[config.mk]
export PLATFORM = sky130hd
export DESIGN_NAME = shell_sort_fixed_gaps_top
export DESIGN_NICKNAME = d
export VERILOG_FILES = /design/src/rtl/core/ssfg_pkg.sv /design/src/rtl/core/shell_sort_fixed_gaps_top.sv /design/src/rtl/core/ssfg_datapath.sv /design/src/rtl/core/ssfg_ctrl.sv
export VERILOG_INCLUDE_DIRS = /design/src /design/src/rtl/core
export SDC_FILE = /design/constraint.sdc
export NUM_CORES = 2
export LEC_CHECK = 0
export BUFFER_PORTS_ARGS = -buffer_cell sky130_fd_sc_hd__buf_4
export CAP_MARGIN = 20
export CORE_UTILIZATION = 45
export DETAILED_ROUTE_END_ITERATION = 10
export PLACE_DENSITY = 0.56
export SYNTH_ARGS = -nofsm -noshare
export SYNTH_HDL_FRONTEND = slang
export SYNTH_SLANG_ARGS = --single-unit
[constraint.sdc]
create_clock -name clk -period 8.9 [get_ports clk]
set_input_delay 1.78 -clock clk [delete_from_list [all_inputs] [get_ports clk]]
set_output_delay 1.78 -clock clk [all_outputs]
set_load 0.01 [all_outputs]
[src/rtl/core/assert_macros.svh]
// assertion macros shared by the shell sort rtl
// no dependencies; included by files that carry concurrent assertions
`ifndef ASSERT_MACROS_SVH
`define ASSERT_MACROS_SVH

// property must hold at every clock edge outside reset
`define ASSERT_ALWAYS(lbl, clk, rst_n, prop, msg) \
    lbl: assert property (@(posedge clk) disable iff (!rst_n) (prop)) else $error(msg);

// antecedent implies consequent in the same cycle
`define ASSERT_IMPLIES(lbl, clk, rst_n, ante, cons, msg) \
    lbl: assert property (@(posedge clk) disable iff (!rst_n) (ante) |-> (cons)) \
        else $error(msg);

`endif

[src/rtl/core/ssfg_pkg.sv]
// shared types and constants for the fixed-gap shell sort block
// no dependencies
`timescale 1ns / 1ps

package ssfg_pkg;

    localparam int VALUE_W   = 64;
    localparam int GAP_STEPS = 4;
    localparam int GAP_N     = 6;

    // gap table; the sort uses the first GAP_STEPS entries, largest first
    localparam logic [3:0] GAP_TABLE [GAP_N] = '{4'd1, 4'd2, 4'd3, 4'd4, 4'd6, 4'd8};

    localparam logic [1:0] FIRST_STEP = 2'(GAP_STEPS - 1);

    typedef enum logic [2:0] {
        ST_IDLE,
        ST_PASS,
        ST_CMP,
        ST_SWAP,
        ST_OUT
    } state_t;

    typedef enum logic [1:0] {
        WR_NONE,
        WR_LOW,
        WR_HIGH
    } wr_sel_t;

    typedef struct packed {
        logic    load;
        logic    clear;
        logic    rd_en;
        wr_sel_t wr_sel;
        logic    emit;
        logic    emit_last;
    } cmd_t;

    function automatic logic [3:0] gap_of(input logic [1:0] step);
        gap_of = GAP_TABLE[{1'b0, step}];
    endfunction

endpackage

[src/rtl/core/shell_sort_fixed_gaps_top.sv]
// top level of the fixed-gap shell sort block
// depends on ssfg_pkg, ssfg_ctrl, ssfg_datapath and assert_macros.svh
`timescale 1ns / 1ps
`include "assert_macros.svh"

// usage
// - input: a transaction is taken at a clock edge with start high and busy low;
//   value is stored, is_last closes the set
// - values past MAX_ITEMS are discarded; dropped is then high on every result of the set
// - loading costs one cycle per value; busy stays low between values
// - after the last value the block sorts in place with gaps 4, 3, 2, 1; each gap
//   and start offset repeats passes until a pass makes no swap
// - each compare visits the pass and compare states, plus the swap state when it swaps,
//   since the store has a single write port and both elements of a swap are written
//   one after the other; a pass ends with a visit to the pass state
// - total sort time grows roughly with n squared
// - results: one transaction per stored value, ascending, each held for exactly
//   one cycle and marked by result_strobe; last_out marks the final one
// - readout runs one value per cycle from the registered store read port,
//   the first result in the cycle after readout begins
// - busy drops in the cycle that shows the final result, so the next set may
//   start loading right away
// - the receiver cannot stall; results are never held back
// - reset clears the state machine, element count, overflow flag and result strobe; the store
//   needs no clearing since only entries written for the current set are read

module shell_sort_fixed_gaps_top #(
    parameter int MAX_ITEMS = 64
) (
    input  logic                                clk,
    input  logic                                rst_n,
    input  logic                                start,
    output logic                                busy,
    input  logic signed [ssfg_pkg::VALUE_W-1:0] value,
    input  logic                                is_last,
    output logic                                result_strobe,
    output logic signed [ssfg_pkg::VALUE_W-1:0] sorted_value,
    output logic                                last_out,
    output logic                                dropped
);

    // store index and element count widths
    localparam int IDX_W = $clog2(MAX_ITEMS);
    localparam int CNT_W = $clog2(MAX_ITEMS + 1);

    ssfg_pkg::cmd_t   cmd;
    logic [IDX_W-1:0] addr_lo;
    logic [IDX_W-1:0] addr_hi;
    logic [CNT_W-1:0] count;
    logic             greater;

    // sequencer: owns gap step, start offset, pass index and swap flag
    ssfg_ctrl #(
        .IDX_W (IDX_W),
        .CNT_W (CNT_W)
    ) u_ctrl (
        .clk     (clk),
        .rst_n   (rst_n),
        .start   (start),
        .is_last (is_last),
        .count   (count),
        .greater (greater),
        .busy    (busy),
        .cmd     (cmd),
        .addr_lo (addr_lo),
        .addr_hi (addr_hi)
    );

    // store with two read ports, signed comparator and result registers
    ssfg_datapath #(
        .MAX_ITEMS (MAX_ITEMS),
        .IDX_W     (IDX_W),
        .CNT_W     (CNT_W)
    ) u_datapath (
        .clk           (clk),
        .rst_n         (rst_n),
        .cmd           (cmd),
        .addr_lo       (addr_lo),
        .addr_hi       (addr_hi),
        .value         (value),
        .count         (count),
        .greater       (greater),
        .sorted_value  (sorted_value),
        .result_strobe (result_strobe),
        .last_out      (last_out),
        .dropped       (dropped)
    );

    // a result is only ever produced by the readout phase
    `ASSERT_IMPLIES(a_result_from_readout, clk, rst_n, result_strobe, $past(busy),
        "result strobe without a preceding readout cycle")
    // once the final result is shown the block is free for a new set
    `ASSERT_IMPLIES(a_free_after_last, clk, rst_n, result_strobe && last_out, !busy,
        "block still busy when the final result is shown")

endmodule

[src/rtl/core/ssfg_datapath.sv]
// element store, element count, overflow flag and result registers
// depends on ssfg_pkg and assert_macros.svh
`timescale 1ns / 1ps
`include "assert_macros.svh"

module ssfg_datapath #(
    parameter int MAX_ITEMS = 64,
    parameter int IDX_W     = 6,
    parameter int CNT_W     = 7
) (
    input  logic                                clk,
    input  logic                                rst_n,
    input  ssfg_pkg::cmd_t                      cmd,
    input  logic [IDX_W-1:0]                    addr_lo,
    input  logic [IDX_W-1:0]                    addr_hi,
    input  logic signed [ssfg_pkg::VALUE_W-1:0] value,
    output logic [CNT_W-1:0]                    count,
    output logic                                greater,
    output logic signed [ssfg_pkg::VALUE_W-1:0] sorted_value,
    output logic                                result_strobe,
    output logic                                last_out,
    output logic                                dropped
);

    localparam logic [CNT_W-1:0] MAX_CNT = CNT_W'(MAX_ITEMS);

    logic signed [ssfg_pkg::VALUE_W-1:0] mem [MAX_ITEMS];
    logic signed [ssfg_pkg::VALUE_W-1:0] rd_a_reg;
    logic signed [ssfg_pkg::VALUE_W-1:0] rd_b_reg;
    logic [CNT_W-1:0]                    count_reg;
    logic [CNT_W-1:0]                    count_next;
    logic                                overflow_reg;
    logic                                overflow_next;
    logic                                strobe_reg;
    logic                                last_reg;
    logic                                dropped_reg;
    logic                                room;

    assign room = (count_reg < MAX_CNT);

    // one write port, two registered read ports
    always_ff @(posedge clk)
    begin
        if (cmd.load && room)
        begin
            mem[count_reg[IDX_W-1:0]] <= value;
        end
        else
        begin
            case (cmd.wr_sel)
                ssfg_pkg::WR_LOW:  mem[addr_lo] <= rd_b_reg;
                ssfg_pkg::WR_HIGH: mem[addr_hi] <= rd_a_reg;
                default: ;
            endcase
        end
        if (cmd.rd_en)
        begin
            rd_a_reg <= mem[addr_lo];
            rd_b_reg <= mem[addr_hi];
        end
    end

    always_comb
    begin
        count_next    = count_reg;
        overflow_next = overflow_reg;
        if (cmd.clear)
        begin
            count_next    = '0;
            overflow_next = 1'b0;
        end
        else if (cmd.load)
        begin
            if (room)
            begin
                count_next = count_reg + CNT_W'(1);
            end
            else
            begin
                overflow_next = 1'b1;
            end
        end
    end

    always_ff @(posedge clk or negedge rst_n)
    begin
        if (!rst_n)
        begin
            count_reg    <= '0;
            overflow_reg <= 1'b0;
            strobe_reg   <= 1'b0;
        end
        else
        begin
            count_reg    <= count_next;
            overflow_reg <= overflow_next;
            strobe_reg   <= cmd.emit;
        end
    end

    always_ff @(posedge clk)
    begin
        if (cmd.emit)
        begin
            last_reg    <= cmd.emit_last;
            dropped_reg <= overflow_reg;
        end
    end

    assign count         = count_reg;
    assign greater       = (rd_a_reg > rd_b_reg);
    assign sorted_value  = rd_a_reg;
    assign result_strobe = strobe_reg;
    assign last_out      = last_reg;
    assign dropped       = dropped_reg;

    `ASSERT_ALWAYS(a_count_in_range, clk, rst_n, count_reg <= MAX_CNT, "element count past capacity")
    `ASSERT_IMPLIES(a_overflow_only_full, clk, rst_n, overflow_reg, count_reg == MAX_CNT,
        "overflow flagged while store not full")

endmodule

[src/rtl/core/ssfg_ctrl.sv]
// sequencer for load, gapped compare-and-swap passes and result readout
// depends on ssfg_pkg and assert_macros.svh
`timescale 1ns / 1ps
`include "assert_macros.svh"

module ssfg_ctrl #(
    parameter int IDX_W = 6,
    parameter int CNT_W = 7
) (
    input  logic             clk,
    input  logic             rst_n,
    input  logic             start,
    input  logic             is_last,
    input  logic [CNT_W-1:0] count,
    input  logic             greater,
    output logic             busy,
    output ssfg_pkg::cmd_t   cmd,
    output logic [IDX_W-1:0] addr_lo,
    output logic [IDX_W-1:0] addr_hi
);

    // wide enough for an index plus the largest gap
    localparam int SUM_W = CNT_W + 3;

    ssfg_pkg::state_t state_reg;
    ssfg_pkg::state_t state_next;
    logic [SUM_W-1:0] idx_reg;
    logic [SUM_W-1:0] idx_next;
    logic [1:0]       step_reg;
    logic [1:0]       step_next;
    logic [1:0]       start_reg;
    logic [1:0]       start_next;
    logic             swapped_reg;
    logic             swapped_next;

    logic [SUM_W-1:0] gap;
    logic [SUM_W-1:0] hi_sum;
    logic [SUM_W-1:0] n_ext;
    logic             pair_ok;
    logic             out_last;

    assign gap      = SUM_W'(ssfg_pkg::gap_of(step_reg));
    assign hi_sum   = idx_reg + gap;
    assign n_ext    = SUM_W'(count);
    assign pair_ok  = (hi_sum < n_ext);
    assign out_last = ((idx_reg + SUM_W'(1)) == n_ext);

    // next state and loop counters
    always_comb
    begin
        state_next   = state_reg;
        idx_next     = idx_reg;
        step_next    = step_reg;
        start_next   = start_reg;
        swapped_next = swapped_reg;
        case (state_reg)
            ssfg_pkg::ST_IDLE:
            begin
                if (start && is_last)
                begin
                    state_next   = ssfg_pkg::ST_PASS;
                    idx_next     = '0;
                    step_next    = ssfg_pkg::FIRST_STEP;
                    start_next   = '0;
                    swapped_next = 1'b0;
                end
            end
            ssfg_pkg::ST_PASS:
            begin
                if (pair_ok)
                begin
                    state_next = ssfg_pkg::ST_CMP;
                end
                else if (swapped_reg)
                begin
                    swapped_next = 1'b0;
                    idx_next     = SUM_W'(start_reg);
                end
                else if ((SUM_W'(start_reg) + SUM_W'(1)) < gap)
                begin
                    start_next = start_reg + 2'd1;
                    idx_next   = SUM_W'(start_reg) + SUM_W'(1);
                end
                else if (step_reg != 2'd0)
                begin
                    step_next  = step_reg - 2'd1;
                    start_next = '0;
                    idx_next   = '0;
                end
                else
                begin
                    state_next = ssfg_pkg::ST_OUT;
                    idx_next   = '0;
                end
            end
            ssfg_pkg::ST_CMP:
            begin
                if (greater)
                begin
                    state_next   = ssfg_pkg::ST_SWAP;
                    swapped_next = 1'b1;
                end
                else
                begin
                    state_next = ssfg_pkg::ST_PASS;
                    idx_next   = hi_sum;
                end
            end
            ssfg_pkg::ST_SWAP:
            begin
                state_next = ssfg_pkg::ST_PASS;
                idx_next   = hi_sum;
            end
            ssfg_pkg::ST_OUT:
            begin
                if (out_last)
                begin
                    state_next = ssfg_pkg::ST_IDLE;
                end
                else
                begin
                    idx_next = idx_reg + SUM_W'(1);
                end
            end
            default:
            begin
                state_next = ssfg_pkg::ST_IDLE;
            end
        endcase
    end

    // datapath commands
    always_comb
    begin
        cmd           = '0;
        cmd.wr_sel    = ssfg_pkg::WR_NONE;
        case (state_reg)
            ssfg_pkg::ST_IDLE:
            begin
                cmd.load = start;
            end
            ssfg_pkg::ST_PASS:
            begin
                cmd.rd_en = pair_ok;
            end
            ssfg_pkg::ST_CMP:
            begin
                if (greater)
                begin
                    cmd.wr_sel = ssfg_pkg::WR_LOW;
                end
            end
            ssfg_pkg::ST_SWAP:
            begin
                cmd.wr_sel = ssfg_pkg::WR_HIGH;
            end
            ssfg_pkg::ST_OUT:
            begin
                cmd.rd_en     = 1'b1;
                cmd.emit      = 1'b1;
                cmd.emit_last = out_last;
                cmd.clear     = out_last;
            end
            default: ;
        endcase
    end

    assign busy    = (state_reg != ssfg_pkg::ST_IDLE);
    assign addr_lo = idx_reg[IDX_W-1:0];
    assign addr_hi = hi_sum[IDX_W-1:0];

    always_ff @(posedge clk or negedge rst_n)
    begin
        if (!rst_n)
        begin
            state_reg   <= ssfg_pkg::ST_IDLE;
            idx_reg     <= '0;
            step_reg    <= '0;
            start_reg   <= '0;
            swapped_reg <= 1'b0;
        end
        else
        begin
            state_reg   <= state_next;
            idx_reg     <= idx_next;
            step_reg    <= step_next;
            start_reg   <= start_next;
            swapped_reg <= swapped_next;
        end
    end

    `ASSERT_IMPLIES(a_swap_after_cmp, clk, rst_n, state_reg == ssfg_pkg::ST_SWAP,
        $past(state_reg) == ssfg_pkg::ST_CMP, "swap write without a compare")
    `ASSERT_IMPLIES(a_pair_in_set, clk, rst_n, state_reg == ssfg_pkg::ST_CMP,
        hi_sum < n_ext, "compare pair outside the loaded set")
    `ASSERT_IMPLIES(a_out_in_set, clk, rst_n, state_reg == ssfg_pkg::ST_OUT,
        idx_reg < n_ext, "readout index outside the loaded set")

endmodule
## After elaboration in Yosys (flattened, before gate mapping)

Memory sizes are Yosys's and may differ from the RTL's. A register that Yosys moved wholly into a read port is not among the register bits.
Index checks and enable logic that the tools add are counted.

| word-level totals | value |
|---|---|
| input port bits | 68 |
| logic and storage cells | 123 |
| flip-flop bits (word level) | 29 |
| memories | 2 |
| output and inout bits | 68 |
| bits in read-only memories | 32 |
| memory bits (writable) | 4096 |

Memories:

| memory | depth | bits a word | rd ports | clocked after memory_dff | wr ports | line | RTL |
|---|---|---|---|---|---|---|---|
| u_datapath.mem | 64 | 64 | 2 | 2 | 1 | ssfg_datapath.sv:27 | `logic signed [ssfg_pkg::VALUE_W-1:0] mem [MAX_ITEMS];` |
| (no name shown) | 8 | 4 | 1 | 0 | 0 | ssfg_pkg.sv:40 | `gap_of = GAP_TABLE[{1'b0, step}];` |

| operators by class | value |
|---|---|
| bitwise gates (word level) | 1 |
| add/sub/neg operators | 6 |
| magnitude comparators | 5 |
| equal/unequal tests | 21 |
| reductions and logical operators | 19 |
| multiplexer cells | 59 |

Operators with widths:

| cell | number |
|---|---|
| two-way mux 64 bit | 2 |
| OR reduction 64 bit | 2 |
| greater-than comparator 64 bit | 1 |
| two-way mux 10 bit | 6 |
| case mux 10 bit (5 select lines) | 1 |
| two-way mux 2 bit | 12 |
| two-way mux 7 bit | 3 |
| two-way mux 1 bit | 19 |
| two-way mux 3 bit | 6 |
| case mux 3 bit (5 select lines) | 1 |
| AND reduction 5 bit | 3 |
| inequality test 2 bit, second input constant | 7 |
| two-way mux 6 bit | 2 |
| case mux 2 bit (2 select lines) | 3 |
| adder 10 x 1 -> 10 bit, second input constant | 1 |
| adder 10 x 4 -> 10 bit | 1 |
| equality test 10 x 7 -> 1 bit | 1 |
| < comparator 10 x 4 -> 1 bit | 1 |
| < comparator 10 x 7 -> 1 bit | 1 |
| two-way mux 4 bit | 2 |
| nonzero test 2 bit | 4 |
| adder 7 x 1 -> 7 bit, second input constant | 1 |
| < comparator 7 bit, second input constant | 1 |
| equality test 3 x 2 -> 1 bit, second input constant | 2 |
| 22 further kinds | 28 |

## Longest topological paths before layout

| logic depth | value |
|---|---|
| depth in word-level cells | 10 |
| mapped depth | 19 |

## Hierarchy

Synthesis repeated with hierarchy kept, for this count alone.

| second synthesis, totals | value |
|---|---|
| cells, all modules | 8353 |
| area, all modules | 195620.1 um^2 |

By module, submodules not included:

| module | cells an instance | instances | sequential area each (um^2) | area each (um^2) |
|---|---|---|---|---|
| ssfg_datapath | 8105 | 1 | 127126.9 | 193647.0 |
| ssfg_ctrl | 248 | 1 | 450.4 | 1973.1 |

## Worst setup path after synthesis

No wires, ideal clock.

| timing path | value |
|---|---|
| path kind | register -> register |
| start point | reg u_ctrl.idx_reg[1] |
| end point | mem u_datapath.mem[49][0] (netlist name) (enable) |
| period minus slack after synthesis | 8052 ps |
| arrival | 7474 ps |
| slack | 848 ps |
| setup time | 578 ps |
| stages on the path, launching flop included | 12 |
| cells stage by stage | dfrtp_1 clkbuf_1 inv_1 fa_1 clkbuf_1 clkbuf_1 clkbuf_1 inv_1 nand2_1 o211a_2 nand4_2 nor3b_1 |

| on the way | value |
|---|---|
| longest elaborated chain between the ends | 2 |

RTL lines:

| item | line | RTL |
|---|---|---|
| from (decl) | ssfg_ctrl.sv:27 | `logic [SUM_W-1:0] idx_reg;` |
| from (signal assigned) | ssfg_ctrl.sv:185 | `idx_reg <= idx_next;` |
| adder 10 x 4 -> 10 bit or two-way mux 6 bit (tied branches) | -- |  |
| two-way mux 6 bit (no source line) (*) | -- |  |
| to (decl) | ssfg_datapath.sv:27 |  |

Mark *: on every way between the ends. The rest lies on a longest branch, timed or not.

## Worst setup path in the final report

| timing path | value |
|---|---|
| start point | reg u_datapath.rd_a_reg (netlist bit u_datapath.sorted_value[27]) (read register of u_datapath.mem) |
| end point | mem u_datapath.mem[51][44] (netlist name) (enable) |

| on the way | value |
|---|---|
| longest elaborated chain between the ends | 10 |

RTL lines:

| item | line | RTL |
|---|---|---|
| from (decl) | ssfg_datapath.sv:28 | `logic signed [ssfg_pkg::VALUE_W-1:0] rd_a_reg;` |
| greater-than comparator 64 bit (*) | ssfg_datapath.sv:111 | `assign greater = (rd_a_reg > rd_b_reg);` |
| two-way mux 1 bit (*) | ssfg_ctrl.sv:148 | `if (greater)` |
| case mux 2 bit (2 select lines) (*) | ssfg_ctrl.sv:137 | `case (state_reg)` |
| equality test 2 x 1 -> 1 bit | ssfg_datapath.sv:50 | `case (cmd.wr_sel)` |
| two-way mux 1 bit | ssfg_datapath.sv:50 |  |
| two-way mux 1 bit | ssfg_datapath.sv:44 | `if (cmd.load && room)` |
| two-way mux 1 bit (implied by the code) | ssfg_datapath.sv:51 | `ssfg_pkg::WR_LOW: mem[addr_lo] <= rd_b_reg;` |
| OR reduction 64 bit (no source line) | -- |  |
| two-way mux 6 bit (no source line) or two-way mux 1 bit (tied branches) (2 in a row) | -- |  |

Marked as above.

==> run_results.csv <==
group,metric,value,unit
cts,cts_setup_buffers,0,
detailed_routing,dr_total_vias,108000,
timing,fin_tns_setup,0,ns
pwr,power_density,421,nW/µm²
floorplanning,rows,241,
pwr,switching_power,34.5,mW
timing,hold_violations,0,
setup_path,cp-start-kind,"register",
floorplanning,num_io_pins,136,
cts,postCtsResizedCells,0,
final_layout,largest_reg_flops,4096,
cts,clockRootBuffer,"clkbuf_16",
detailed_routing,drc,0,
synthesis,ys_ff_latch,4253,
hold_path,hold_class,"register to register",
synthesis,avgSynthCellArea,23.2,µm²
cts,clk_pin_slew,0.06,ns
pwr,ir_drop,0.000613,V
floorplanning,die_y,661,µm
cts,clock_latency,1.04,ns
setup_path,r2r-start,"u_datapath.sorted_value[27]$_DFFE_PP_",
setup_path,r2r_end,"u_datapath.mem[51][44]$_DFFE_PP_",
hold_path,hold_depth,0,
pwr,p_int,58.7,mW
cts,cts_tree,"built",
cts,clockBufferDepth,4,
synthesis,synth_area_leader_cell,"edfxtp_1",
global_route,grt_max_degree,143,
setup_path,worst-r2r-cell-count,14,
timing,max_freq,146,MHz
detailed_routing,wire_per_inst,45.5,µm
timing,fin_skew,0.0664,ns
outcome,outcome,"finished clean",
floorplanning,die_area,437000,µm²
place,hpwlAfterDp,380,mm
floorplanning,fp.dieW,661,µm
synthesis,yosys_most_used_dff,"edfxtp_1",
detailed_routing,drt_first_pass_iters,8,
timing,timing.final.crit_share,77.1,%
timing,slew_headroom,14.5,%
setup_path,end_kind,"register",
final_layout,multi_input_area,66500,µm²
global_route,first_global_vias,106000,
setup_path,critical_path_class,"register to register",
global_route,grt_pass1_wl,919,mm
pwr,seq_power_share,30.4,%
detailed_routing,totalWireLength,676,mm
synthesis,synth_top_cells_by_area,"edfxtp_1 (65%), mux4_2 (31%), clkbuf_1 (0.79%), ha_1 (0.51%), buf_1 (0.35%)",
cts,cts_sinks,4253,
run,drv_cap,0,
pwr,clkPwrFrac,20.2,%
global_route,grt-ovfl-total,0,
pwr,p_leak,67.8,nW
detailed_routing,final_antenna_net_count,0,
cts,cts_hold_buffers,0,
place,port_buffers,135,
final_layout,area_growth,13.1,%
hold_path,hold_start,"u_datapath.overflow_reg$_DFFE_PN0P_",
timing,rsz0062_at_grt,"no",
timing,slew_viol_final,0,
cts,cts_max_level,5,
setup_path,critPathMaxFanout,35,
synthesis,yosys_warnings,0,
floorplanning,fp.coreArea,432000,µm²
synthesis,synth_edf_count,4226,
synthesis,syn_inst,8437,
setup_path,cp.arrival,7.46,ns
floorplanning,start_util,45.3,%
synthesis,netlist.area_leader.share,64.9,%
final_layout,drive_gt1_share,43.7,%
synthesis,ys_types,79,
synthesis,synth_nets,8586,
synthesis,synth.yosys.seq_area_share,65.2,%
global_route,grt_usage,30.7,%
final_layout,n_fill_cell,33300,
pwr,combPwrFrac,49.3,%
timing,setup_viol_count_final,0,
timing,tightestPinTransition,1.28,ns
place,finalWeightedCongestion,0.834,
final_layout,final_nets,8887,
pwr,swShare,37.0,%
timing,fin_crit,6.87,ns
synthesis,yosysMostFrequentCell,"edfxtp_1",
setup_path,crit_required,9.50,ns
cts,numCtsBuffers,456,
synthesis,syn_area,196000,µm²
timing,hold_ws,0.463,ns
hold_path,holdPathEnd,"u_datapath.dropped$_DFFE_PP_",
global_route,antenna_found_initial,30,
detailed_routing,vias_per_cell,7.25,
setup_path,ff2ff_setup_slack,2.03,ns
final_layout,regArea,128000,µm²
detailed_routing,first_iter_violations,15700,
synthesis,synthTopCellsByCount,"edfxtp_1 (4,226), mux4_2 (2,688), clkbuf_1 (412)",
synthesis,async_flop_share,0.635,%
-- cell families (layout without fill, tap and decap cells) --
family / after synthesis / count (layout) / share of synthesized area, %
DFF: 4253 / 4253 / 65.2
other: 0 / 17 / 0
muxes: 2696 / 2696 / 31.0
and+or+nand+nor: 377 / 377 / 0.904
xor gates and xnor gates: 22 / 22 / 0.0985
buffers and inverters: 734 / 1416 / 1.45
adders and majority gates: 81 / 81 / 0.522
AOI/OAI and AO/OA: 274 / 274 / 0.831
-- per-stage QoR --
stage	power [mW]	std cells	utilization [%]	area [µm²]	worst slack, ns
after floorplan	58.9	8437	-	196000	0.848
after global placement	74.8	14000	47.8	206000	2.19
after detailed placement	75.0	14000	47.8	206000	2.14
after CTS	93.9	14800	51.2	221000	2.09
after global routing	96.0	14800	51.2	221000	1.89
final	93.3	14800	51.2	221000	2.03
-- how the worst max path moves through the flow --
| stage | startpoint | depth (start not counted) | to | slack [ns] |
|---|---|---|---|---|
| final | u_datapath.sorted_value[27]$_DFFE_PP_ | 14 | u_datapath.mem[51][44]$_DFFE_PP_ | 2.03 |
| after global routing | u_datapath.sorted_value[27]$_DFFE_PP_ | 14 | u_datapath.mem[51][44]$_DFFE_PP_ | 1.89 |
| after CTS | u_datapath.sorted_value[27]$_DFFE_PP_ | 14 | u_datapath.mem[51][46]$_DFFE_PP_ | 2.09 |
| after detailed placement | u_datapath.sorted_value[27]$_DFFE_PP_ | 14 | u_datapath.mem[51][44]$_DFFE_PP_ | 2.14 |
| after global placement | u_datapath.sorted_value[47]$_DFFE_PP_ | 14 | u_datapath.mem[51][44]$_DFFE_PP_ | 2.19 |
| after floorplan | u_ctrl.idx_reg[1]$_DFFE_PN0P_ | 11 | u_datapath.mem[49][0]$_DFFE_PP_ | 0.85 |
-- worst max-delay path, cell delays in order, from the launching register on --
cell and delay (ns):
edfxtp_1 0.43, ha_1 0.35, a21oi_1 0.13, o21ai_0 0.35, buf_4 0.30, a221oi_2 0.88, o211ai_1 0.21, a211oi_2 0.44
and4b_1 0.54, o21ai_2 0.10, o211ai_1 0.26, nand4_1 0.58, nor3b_4 0.34, buf_4 0.49, buf_4 0.94
-- layer usage --
metal	part of all wire, %	GRT usage (%)	vias up
li1	-	-	38700
met1	38	42.6	60100
met2	48	48.5	7738
met3	10	6.19	1105
met4	4.3	11.3	14
met5	0.020	0	-
-- area by class of cell --
| class | count | area share [%] |
|---|---|---|
| antenna | 17 | 0.0192 |
| clock buffer | 552 | 5.41 |
| clock inverter | 287 | 1.25 |
| inverter | 90 | 0.163 |
| multi-input combinational | 3450 | 30.0 |
| sequential | 4253 | 57.7 |
| tap | 5710 | 3.23 |
| timing repair buffer | 487 | 2.24 |
-- cells in the final DEF, fill, tap and decap left out, types with 84 or more instances in the layout --
cell,instances
clkbuf_16,464
mux4_2,2688
edfxtp_1,4226
clkbuf_1,84
inv_1,85
nor2_1,99
clkinv_1,120
clkinv_2,85
buf_12,97
nand2_1,112
buf_4,382
a21oi_1,103
-- power by group through the flow --
stage | clock, mW | sequential (mW) | combinational, mW
after floorplan | 0 | 29.4 | 29.6
after global placement | 0 | 28.7 | 46.1
after detailed placement | 0 | 28.8 | 46.2
after CTS | 19.1 | 28.4 | 46.4
after global routing | 19.8 | 28.4 | 47.8
final | 18.9 | 28.4 | 46.0
Power figures use the tool's default switching activity.
